==> src/hw/rtl/vpdh_pkg.sv <==
// Shared types and constants for the voxel point density histogram.
`timescale 1ns / 1ps

package vpdh_pkg;

  // Fixed field widths
  localparam int COORD_W     = 32;
  localparam int IDX_W       = 15;
  localparam int OUT_COUNT_W = 32;
  localparam int CFG_IDX_W   = 3;
  localparam int STORE_DEPTH = 32768;

  // Register indexes of the configuration port
  localparam logic [CFG_IDX_W-1:0] REG_ORIGIN_X = 3'd0;
  localparam logic [CFG_IDX_W-1:0] REG_ORIGIN_Y = 3'd1;
  localparam logic [CFG_IDX_W-1:0] REG_ORIGIN_Z = 3'd2;
  localparam logic [CFG_IDX_W-1:0] REG_INV_X    = 3'd3;
  localparam logic [CFG_IDX_W-1:0] REG_INV_Y    = 3'd4;
  localparam logic [CFG_IDX_W-1:0] REG_INV_Z    = 3'd5;

  localparam logic [COORD_W-1:0] INV_SPACING_RESET = 32'h0001_0000;

  // Item kinds
  localparam logic KIND_ADD  = 1'b0;
  localparam logic KIND_READ = 1'b1;

  // Axis being binned by the shared multiplier
  typedef enum logic [1:0] {
    AX_X = 2'd0,
    AX_Y = 2'd1,
    AX_Z = 2'd2
  } axis_t;

  // Input beat
  typedef struct packed {
    logic                      kind;
    logic signed [COORD_W-1:0] point_x;
    logic signed [COORD_W-1:0] point_y;
    logic signed [COORD_W-1:0] point_z;
    logic [IDX_W-1:0]          read_bin;
  } vpdh_in_t;

  // Result beat
  typedef struct packed {
    logic [IDX_W-1:0]       bin_index;
    logic [OUT_COUNT_W-1:0] bin_count;
  } vpdh_out_t;

  // Controller to datapath commands
  typedef struct packed {
    logic  clr_wr;
    logic  load;
    logic  off_en;
    logic  mul_en;
    logic  acc_en;
    logic  rd_en;
    logic  wr_en;
    axis_t axis;
  } vpdh_cmd_t;

  // Datapath to controller status
  typedef struct packed {
    logic clr_done;
  } vpdh_sts_t;

endpackage

==> src/hw/rtl/vpdh_ctrl.sv <==
// Sequencing state machine for the voxel histogram.
`timescale 1ns / 1ps

module vpdh_ctrl (
  input  logic                clk,
  input  logic                rst_n,
  input  logic                start,
  input  logic                in_kind,
  input  vpdh_pkg::vpdh_sts_t sts,
  output vpdh_pkg::vpdh_cmd_t cmd,
  output logic                busy
);

  typedef enum logic [6:0] {
    ST_CLEAR = 7'b0000001,
    ST_IDLE  = 7'b0000010,
    ST_OFF   = 7'b0000100,
    ST_MUL   = 7'b0001000,
    ST_ACC   = 7'b0010000,
    ST_RD    = 7'b0100000,
    ST_WR    = 7'b1000000
  } state_t;

  state_t          state_r, state_nxt;
  vpdh_pkg::axis_t axis_r, axis_nxt;

  // State and axis registers; reset starts the clearing pass
  always_ff @(posedge clk) begin
    if (!rst_n) begin
      state_r <= ST_CLEAR;
      axis_r  <= vpdh_pkg::AX_Z;
    end else begin
      state_r <= state_nxt;
      axis_r  <= axis_nxt;
    end
  end

  // Next state and commands
  always_comb begin
    state_nxt = state_r;
    axis_nxt  = axis_r;
    cmd       = '0;
    cmd.axis  = axis_r;
    case (state_r)
      ST_CLEAR: begin
        cmd.clr_wr = 1'b1;
        if (sts.clr_done) state_nxt = ST_IDLE;
      end
      ST_IDLE: begin
        if (start) begin
          cmd.load  = 1'b1;
          axis_nxt  = vpdh_pkg::AX_Z;
          state_nxt = (in_kind == vpdh_pkg::KIND_READ) ? ST_RD : ST_OFF;
        end
      end
      ST_OFF: begin
        cmd.off_en = 1'b1;
        state_nxt  = ST_MUL;
      end
      ST_MUL: begin
        cmd.mul_en = 1'b1;
        state_nxt  = ST_ACC;
      end
      ST_ACC: begin
        cmd.acc_en = 1'b1;
        // walk z, then y, then x (Horner order for the linear index)
        case (axis_r)
          vpdh_pkg::AX_Z: begin
            axis_nxt  = vpdh_pkg::AX_Y;
            state_nxt = ST_OFF;
          end
          vpdh_pkg::AX_Y: begin
            axis_nxt  = vpdh_pkg::AX_X;
            state_nxt = ST_OFF;
          end
          default: state_nxt = ST_RD;
        endcase
      end
      ST_RD: begin
        cmd.rd_en = 1'b1;
        state_nxt = ST_WR;
      end
      ST_WR: begin
        cmd.wr_en = 1'b1;
        state_nxt = ST_IDLE;
      end
      default: state_nxt = ST_IDLE;
    endcase
  end

  assign busy = (state_r != ST_IDLE);

endmodule

==> config.mk <==
export PLATFORM = sky130hd
export DESIGN_NAME = vpdh_ctrl
export DESIGN_NICKNAME = d
export VERILOG_FILES = /design/src/hw/rtl/vpdh_pkg.sv /design/src/hw/rtl/vpdh_ctrl.sv
export SDC_FILE = /design/constraint.sdc
export NUM_CORES = 1
export LEC_CHECK = 0
export BUFFER_PORTS_ARGS = -buffer_cell sky130_fd_sc_hd__buf_2
export CORE_AREA = 2 2 39 41
export CTS_CLUSTER_SIZE = 25
export DETAILED_ROUTE_END_ITERATION = 7
export DIE_AREA = 0 0 41 43
export PLACE_DENSITY = 0.67
export SLEW_MARGIN = 30
export SYNTH_ARGS = -nofsm -noshare
export SYNTH_HDL_FRONTEND = slang
export SYNTH_SLANG_ARGS = --single-unit
==> constraint.sdc <==
create_clock -name clk -period 2.6 [get_ports clk]
set_input_delay 0.52 -clock clk [delete_from_list [all_inputs] [get_ports clk]]
set_output_delay 0.52 -clock clk [all_outputs]
set_load 0.02 [all_outputs]
==> results of run 1 <==
[power by group through the flow]
stage / clock network [mW] / logic [mW] / registers (mW)
after global placement: 0 / 0.0821 / 0.168
after floorplan: 0 / 0.0854 / 0.155
after global routing: 0.121 / 0.0910 / 0.167
final: 0.112 / 0.0821 / 0.165
after detailed placement: 0 / 0.0824 / 0.168
after CTS: 0.113 / 0.0828 / 0.164
[metal layers]
layer / vias up / track usage (%) / wire length, microns
li1: 258 / - / -
met1: 219 / 22.01 / 566
met2: 11 / 18.75 / 451
met3: 5 / 6.283 / 50
met4: 0 / 10.00 / 34
met5: - / 0 / 0
[worst max-delay path: cells and delay by family, from the launching register on]
family	cells	cell delay, ns
buf+inv	1	0.21
simple gates	2	0.75
flops	1	0.42
[worst min-delay path by stage]
| stage | endpoint | slack, ns | cells past startpoint |
|---|---|---|---|
| floorplan | state_r[0] | 0.53 | 2 |
| global placement | axis_r[0] | 0.53 | 2 |
| detailed placement | axis_r[0] | 0.54 | 2 |
| CTS | state_r[0] | 0.45 | 2 |
| global route | state_r[0] | 0.47 | 2 |
| finish | state_r[0] | 0.45 | 2 |
[sequential cells by signal, indices dropped and copies added, names as in the netlist]
signal	count
state_r	7
axis_r	2
[cells in the final DEF, fill, tap and decap left out, drive strengths merged, types with 2 or more instances in the layout]
master	count
a21oi	3
and2b	2
buf	14
clkbuf	4
dfxtp	9
ha	2
inv	6
nand2b	2
nand3	4
nand4	2
nor2	8
nor3	4
nor4	2
o21ai	2
or4b	2
[cell type report]
| type | instances | area, sq um | area share [%] |
|---|---|---|---|
| clock buffers | 4 | 26.28 | 3.940 |
| inverters | 6 | 22.52 | 3.377 |
| multi-input cells | 45 | 347.8 | 52.16 |
| flip-flops and latches | 9 | 180.2 | 27.02 |
| well taps | 16 | 20.02 | 3.002 |
| repair buffers | 14 | 70.07 | 10.51 |
[per-stage QoR]
stage | worst slack, ns | cell area [sq um]
after global placement | 0.7000 | 640.6
after detailed placement | 0.7019 | 640.6
after CTS | 0.4130 | 666.9
after global routing | 0.3174 | 666.9
final | 0.4364 | 666.9
after floorplan | 0.6797 | 573.1
[cell families (layout without fill, tap and decap cells)]
family	after synthesis	count (layout)	share of synthesized area (%)
AOI/OAI and AO/OA	12	12	16.60
buffers and inverters	8	24	7.860
xor gates and xnor gates	1	1	1.529
and+or+nand+nor	30	30	38.21
DFF	9	9	31.44
adders and majority gates	2	2	4.366
==> flow_summary.toml, run 1 <==
[run_status]
status = "finished, final reports clean"

[clock_network]
cts_tree = "done"
cts_setup_buffers = 0
clkTransAtPathRegs_ns = 0.06
htreeDepth = 1
clk_path_buf_depth = 2
cts_root_buffer = "clkbuf_4"
cts-resized-gates = 0
cts_hold_buf = 0
worst_skew_pair.late_latency_ns = 0.27
cts_inserted_buffers = 3
clock_sinks = 9

[finish]
diodes = 0
fillers = 142
final_core_util_pct = 48.19
syn_to_final_growth_pct = 16.38
nets = 86
instances_no_fill = 94
drive_gt1_share_pct = 32.05

[yosys]
avgSynthCellArea_sq_um = 9.243
synth_top_area_cell = "dfxtp_1"
syn_area_sq_um = 573.1
syn-num-nets = 69
yosysSeqAreaShare_pct = 31.44
synth_area_leaders = "dfxtp_1 31%, nor4_4 7.4%, nor2_1 5.2%"
synth_cells = 62
synth.most_common_cell = "dfxtp_1"
ys_top_cells_by_count = "9 x dfxtp_1, 8 x nor2_1, 6 x inv_1, 4 x nor3_1"
synth_edf_count = 0
ys.flop_type = "dfxtp_1"
ys.warnings.count = 0
ys_types = 29
synth_seq_cells = 9
netlist.area_leader.share_pct = 31.44
ys_async_sr_fraction_pct = 0

[drt]
wl_per_cell_microns = 11.74
drtIter0Drc = 18
vias = 493
totalWireLength_microns = 1104
drc = 0
via_per_inst = 5.245
firstDrtPassIters = 4
final_antenna_net_count = 0

[grt]
grt_overflow_total = 0
antenna_found_initial = 0
grt_use_total_pct = 15.59
grt_first_pass_wirelength_microns = 1807
grt_max_degree = 11
first_global_vias = 446

[die]
fp.dieH_microns = 43
io-pin-count = 15
dieArea_sq_um = 1763
num_rows = 14
fp.dieW_microns = 41
core_sq_um = 1384
start_util_pct = 41.41

[power]
vdd_drop_max_uv = 300.9
intPower_uw = 238.3
power.switching_uw = 120.7
pwr-share-seq_pct = 45.9
power_frac_clock_pct = 31.2
switching_share_pct = 33.61
power_frac_comb_pct = 22.9
leakage_nw = 0.3086
p_total_uw = 359.0
power.density_nw_per_um2 = 538.3

[sta]
rsz0062_at_grt = "false"
relSlewSlack_pct = 69.32
finalHoldViolCount = 0
tightest_slew_ns = 0.4567
fin_crit_sh_pct = 83.21
fin_crit_ns = 2.164
fmax_ghz = 0.4622
tns_ns = 0
fin_skew_ns = 0.005442
setup_violations = 0
hold_ws_ns = 0.4536
drv_slew = 0

[setup_path]
endpoint = "cmd[5]"
worst_path_largest_cell_delay_ns = 0.49
crit_type = "register to output pin"
end_kind = "output pin"
r2r-end = "state_r[1]"
cp.arrival_ns = 1.64
critPathLaunch = "state_r[1]"
worstRegToRegCells = 4
rrSetupSlack_ns = 1.12
crit_required_ns = 2.08
path_cells = "or3_1, nor4_4, buf_2"
r2r-start = "state_r[5]"
cp_slowest_cell = "or3_1"
startpoint_type = "register"
path_max_fanout = 10

[run]
drv_cap = 0

[place]
placedCellCount = 90
place.gp.congestion = 0.7921
dpl.hpwl_microns = 872.6
portBuffers = 14

[worst_hold_path]
worstHoldPathType = "primary input to register"
hp-start = "sts"
Note: power is estimated with default switching activity, not from simulation.
==> run 2, diff against run 1 <==
--- a/config.mk
+++ b/config.mk
@@ -6,11 +6,10 @@
 export NUM_CORES = 1
 export LEC_CHECK = 0
 export BUFFER_PORTS_ARGS = -buffer_cell sky130_fd_sc_hd__buf_2
-export CORE_AREA = 2 2 39 41
+export CORE_UTILIZATION = 44
 export CTS_CLUSTER_SIZE = 25
 export DETAILED_ROUTE_END_ITERATION = 7
-export DIE_AREA = 0 0 41 43
-export PLACE_DENSITY = 0.67
+export PLACE_DENSITY = 0.71
 export SLEW_MARGIN = 30
 export SYNTH_ARGS = -nofsm -noshare
 export SYNTH_HDL_FRONTEND = slang
==> constraint.sdc (replaced) <==
create_clock -name clk -period 1.8 [get_ports clk]
set_input_delay 0.36 -clock clk [delete_from_list [all_inputs] [get_ports clk]]
set_output_delay 0.36 -clock clk [all_outputs]
set_load 0.02 [all_outputs]
==> flow_summary.toml, run 2 (synthesis results as in run 1) <==
[run_status]
status = "finished, final reports clean"

[die]
num_rows = 12
core_sq_um = 1156
start_util_pct = 49.57
dieArea_sq_um = 1451
io-pin-count = 15
fp.dieW_microns = 38.09
fp.dieH_microns = 38.09

[finish]
drive_gt1_share_pct = 50.57
regMostFlops = "state_r"
final_core_util_pct = 70.13
syn_to_final_growth_pct = 41.48
reg_top3 = "state_r (7), axis_r (2)"
fillers = 91
diodes = 0
largest_register_ffs = 7
fin_area_sq_um = 810.8
final_cell_mix = "11 x buf_4, 8 x buf_2, 6 x nor2_1, 6 x inv_1, 5 x dfxtp_1"
layout_commonest_cell = "buf_4"
nets = 95

[drt]
final_antenna_net_count = 0
firstDrtPassIters = 4
drc = 0
wl_per_cell_microns = 14.38
vias = 563
totalWireLength_microns = 1452
drtIter0Drc = 19
via_per_inst = 5.574

[setup_path]
path_max_fanout = 6
crit_required_ns = 1.44
endpoint = "cmd[5]"
worst_path_largest_cell_delay_ns = 0.46
r2r-end = "state_r[1]"
crit_family = "simple AND/OR/NAND/NOR gates"
r2r-start = "state_r[5]"
critPathLaunch = "state_r[6]"
crit_type = "register to output pin"
worstRegToRegCells = 4
rrSetupSlack_ns = 0.31
cp.depth = 3
end_kind = "output pin"
startpoint_type = "register"
cp_slowest_cell = "or3_4"
critical_path.n_buffers_inverters = 1
cp.arrival_ns = 1.43
path_cells = "or3_4, nor4_4, buf_4"

[sta]
fin_crit_ns = 1.790
fin_crit_sh_pct = 99.44
finalHoldViolCount = 0
setup_violations = 0
tightest_slew_ns = 0.3246
fin_skew_ns = 0.001340
drv_slew = 0
relSlewSlack_pct = 78.28
setup_ws_ns = 0.01001
rsz0062_at_grt = "true"
fmax_ghz = 0.5587

[clock_network]
worst_skew_pair.late_latency_ns = 0.25
cts_inserted_buffers = 3
clock_sinks = 9
clk_path_buf_depth = 2
cts_hold_buf = 0
clkTransAtPathRegs_ns = 0.06
cts_root_buffer = "clkbuf_4"
htreeDepth = 1
cts_tree = "done"

[power]
switching_share_pct = 33.55
power_frac_clock_pct = 26.6
power.density_nw_per_um2 = 717.7
pwr-share-seq_pct = 37.0
leakage_nw = 0.3697
p_total_uw = 581.9
vdd_drop_max_uv = 357.4
power.switching_uw = 195.2
intPower_uw = 386.7
power_frac_comb_pct = 36.4

[grt]
grt_overflow_total = 0
grt_max_degree = 10
grt_use_total_pct = 21.69
antenna_found_initial = 0
first_global_vias = 504
grt_first_pass_wirelength_microns = 2159

[worst_hold_path]
worstHoldPathType = "primary input to register"

[place]
post-place-ws_ns = 0.1200
place.gp.congestion = 0.7592
portBuffers = 14
dpl-instance-area_sq_um = 660.6
dpl.hpwl_microns = 1022

[run]
drv_cap = 0
==> run 2: how the worst min path moves through the flow <==
stage                         start          to  slack [ns]  cells past startpoint
after floorplan               rst_n  state_r[0]        0.42                      1
after global placement    axis_r[1]   axis_r[1]        0.53                      2
after detailed placement  axis_r[0]   axis_r[0]        0.53                      2
after CTS                       sts  state_r[0]        0.32                      2
after global routing            sts  state_r[0]        0.31                      2
final                           sts  state_r[0]        0.32                      2
==> run 2: power by group through the flow <==
stage	sequential, mW	clock, mW	combinational, mW
5_1_grt	0.216	0.173	0.224
4_1_cts	0.218	0.155	0.176
2_1_floorplan	0.224	0	0.123
6_report	0.215	0.155	0.212
3_5_place_dp	0.224	0	0.157
3_3_place_gp	0.224	0	0.153
==> run 2: cell type report <==
type,count,area [sq um],area share (%)
Sequential cell,9,195.2,24.07
Multi-Input combinational cell,45,381.6,47.07
Timing Repair Buffer,23,167.7,20.68
Inverter,6,22.52,2.778
Tap cell,14,17.52,2.160
Clock buffer,4,26.28,3.241
==> run 2: metal layers <==
| metal | wire (microns) | global-route usage (%) |
|---|---|---|
| met1 | 620 | 26.09 |
| met2 | 743 | 39.41 |
| met3 | 74 | 3.488 |
| met4 | 14 | 5.357 |
| met5 | 0 | 0 |
==> run 2: what timing repair did <==
action / 4_1_cts / 5_1_grt
setup endpoints to repair: 7 / 6
pin swaps: 3 / 0
setup buffers: 3 / 3
gates resized for setup: 13 / 13
==> run 2: per-stage QoR <==
| stage | hold WS (ns) | TNS [ns] | cells |
|---|---|---|---|
| final | 0.3152 | 0 | 101 |
| after global routing | 0.3079 | -0.2224 | 101 |
| after CTS | 0.3163 | 0 | 98 |
| after detailed placement | 0.5312 | 0 | 91 |
| after global placement | 0.5262 | 0 | 91 |
| after floorplan | 0.4157 | 0 | 62 |
==> run 2: worst register-to-register path, stage by stage, from the launching register on <==
cell and delay [ns]:
dfxtp_4 0.37, or4b_4 0.58, o311a_1 0.16, o22ai_1 0.18, a21oi_1 0.08
==> run 3, diff against run 2 <==
--- a/config.mk
+++ b/config.mk
@@ -9,6 +9,7 @@
 export CORE_UTILIZATION = 44
 export CTS_CLUSTER_SIZE = 25
 export DETAILED_ROUTE_END_ITERATION = 7
+export MAX_ROUTING_LAYER = met4
 export PLACE_DENSITY = 0.71
 export SLEW_MARGIN = 30
 export SYNTH_ARGS = -nofsm -noshare
==> flow_summary.toml, run 3 (synthesis results as in run 1) <==
[die]
start_util_pct = 49.57
fp.dieH_microns = 38.09
dieArea_sq_um = 1451
fp.dieW_microns = 38.09
core_sq_um = 1156
io-pin-count = 15
num_rows = 12

[drt]
drtIter0Drc = 23
routed-wl-met2_microns = 744
m1WireLength_microns = 619
final_antenna_net_count = 0
wl_met3_microns = 73
totalWireLength_microns = 1451
routed.top_layer = "met4"
via_per_inst = 5.584
drc = 0
vias = 564
firstDrtPassIters = 4
wl_per_cell_microns = 14.37

[clock_network]
clk_path_buf_depth = 2
clock_sinks = 9
cts_inserted_buffers = 3
htreeDepth = 1
worst_skew_pair.late_latency_ns = 0.25
cts_root_buffer = "clkbuf_4"
cts_hold_buf = 0
clkTransAtPathRegs_ns = 0.06
cts_tree = "done"

[finish]
diodes = 0
final_core_util_pct = 70.13
final_cell_mix = "11 x buf_4, 8 x buf_2, 6 x nor2_1, 6 x inv_1, 5 x dfxtp_1"
layout_commonest_cell = "buf_4"
fillers = 91
instances_no_fill = 101
largest_register_ffs = 7
drive_gt1_share_pct = 50.57
reg_top3 = "state_r (7), axis_r (2)"
regMostFlops = "state_r"
nets = 95
syn_to_final_growth_pct = 41.48

[sta]
finalHoldViolCount = 0
tns_ns = 0
hold_ws_ns = 0.3152
rsz0062_at_grt = "true"
tightest_slew_ns = 0.3251
fin_crit_sh_pct = 99.43
fin_skew_ns = 0.001703
fin_crit_ns = 1.790
fmax_ghz = 0.5588
drv_slew = 0
relSlewSlack_pct = 78.25
setup_violations = 0

[power]
leakage_nw = 0.3697
power.switching_uw = 195.6
power_frac_comb_pct = 36.4
intPower_uw = 386.7
power_frac_clock_pct = 26.6
switching_share_pct = 33.59
p_total_uw = 582.3
pwr-share-seq_pct = 37.0
power.density_nw_per_um2 = 718.2
vdd_drop_max_uv = 358.3

[setup_path]
startpoint_type = "register"
end_kind = "output pin"
crit_type = "register to output pin"
cp.arrival_ns = 1.43
path_max_fanout = 6
rrSetupSlack_ns = 0.31
crit_required_ns = 1.44
cp_slowest_cell = "or3_4"
path_cells = "or3_4, nor4_4, buf_4"
worst_path_largest_cell_delay_ns = 0.46

[grt]
first_global_vias = 504
grt_use_total_pct = 22.24
grt_overflow_total = 0
antenna_found_initial = 0
grt_max_degree = 10
grt_first_pass_wirelength_microns = 2159

[run]
drv_cap = 0

[place]
place.gp.congestion = 0.7692
portBuffers = 14
placedCellCount = 91
dpl.hpwl_microns = 1022

[worst_hold_path]
worstHoldPathType = "primary input to register"

[run_status]
status = "finished, final reports clean"
==> run 3: cell counts in the layout (fill, tap and decap cells not counted) <==
Identical to the previous run, type by type.
==> run 3: routing by layer <==
layer	vias to the layer above	GRT usage, %
met1	270	26.09
met2	19	39.41
met5	-	-
met3	2	3.488
met4	0	5.357
li1	273	-
==> run 3: power groups by stage <==
stage,registers [mW],logic [mW],clock network [mW]
after floorplan,0.224,0.123,0
after global placement,0.224,0.153,0
after detailed placement,0.224,0.157,0
after CTS,0.218,0.176,0.155
after global routing,0.216,0.224,0.173
final,0.215,0.212,0.155
==> run 3: final timing paths <==
check | cells past startpoint | start | to
hold reg to reg | 2 | axis_r[0] | axis_r[0]
hold / removal | 2 | sts | state_r[0]
setup reg to reg | 4 | state_r[5] | state_r[1]
setup / recovery | 3 | state_r[6] | cmd[5]
==> run 3: worst max-delay path: cells and delay by family, from the launching register on <==
family                 cells  cell delay, ns
DFF                        1            0.34
buffers and inverters      1            0.19
and+or+nand+nor            2            0.64
==> run 3: stage by stage <==
step / worst slack (ns) / area, sq um
4_1_cts: 0.002600 / 744.5
6_report: 0.01029 / 810.8
3_3_place_gp: 0.1618 / 660.6
5_1_grt: -0.05566 / 810.8
3_5_place_dp: 0.1200 / 660.6
2_1_floorplan: 0.03973 / 573.1
==> run 3: final cells by class <==
class / count / area (sq um) / area share (%)
clock buffers: 4 / 26.28 / 3.241
well taps: 14 / 17.52 / 2.160
flip-flops and latches: 9 / 195.2 / 24.07
inverters: 6 / 22.52 / 2.778
repair buffers: 23 / 167.7 / 20.68
multi-input cells: 45 / 381.6 / 47.07
==> run 3: timing repair <==
action                     in CTS  in global routing
pin swaps                       3                  0
setup endpoints to repair       7                  6
buffers inserted                3                  3
gates resized for setup        13                 13
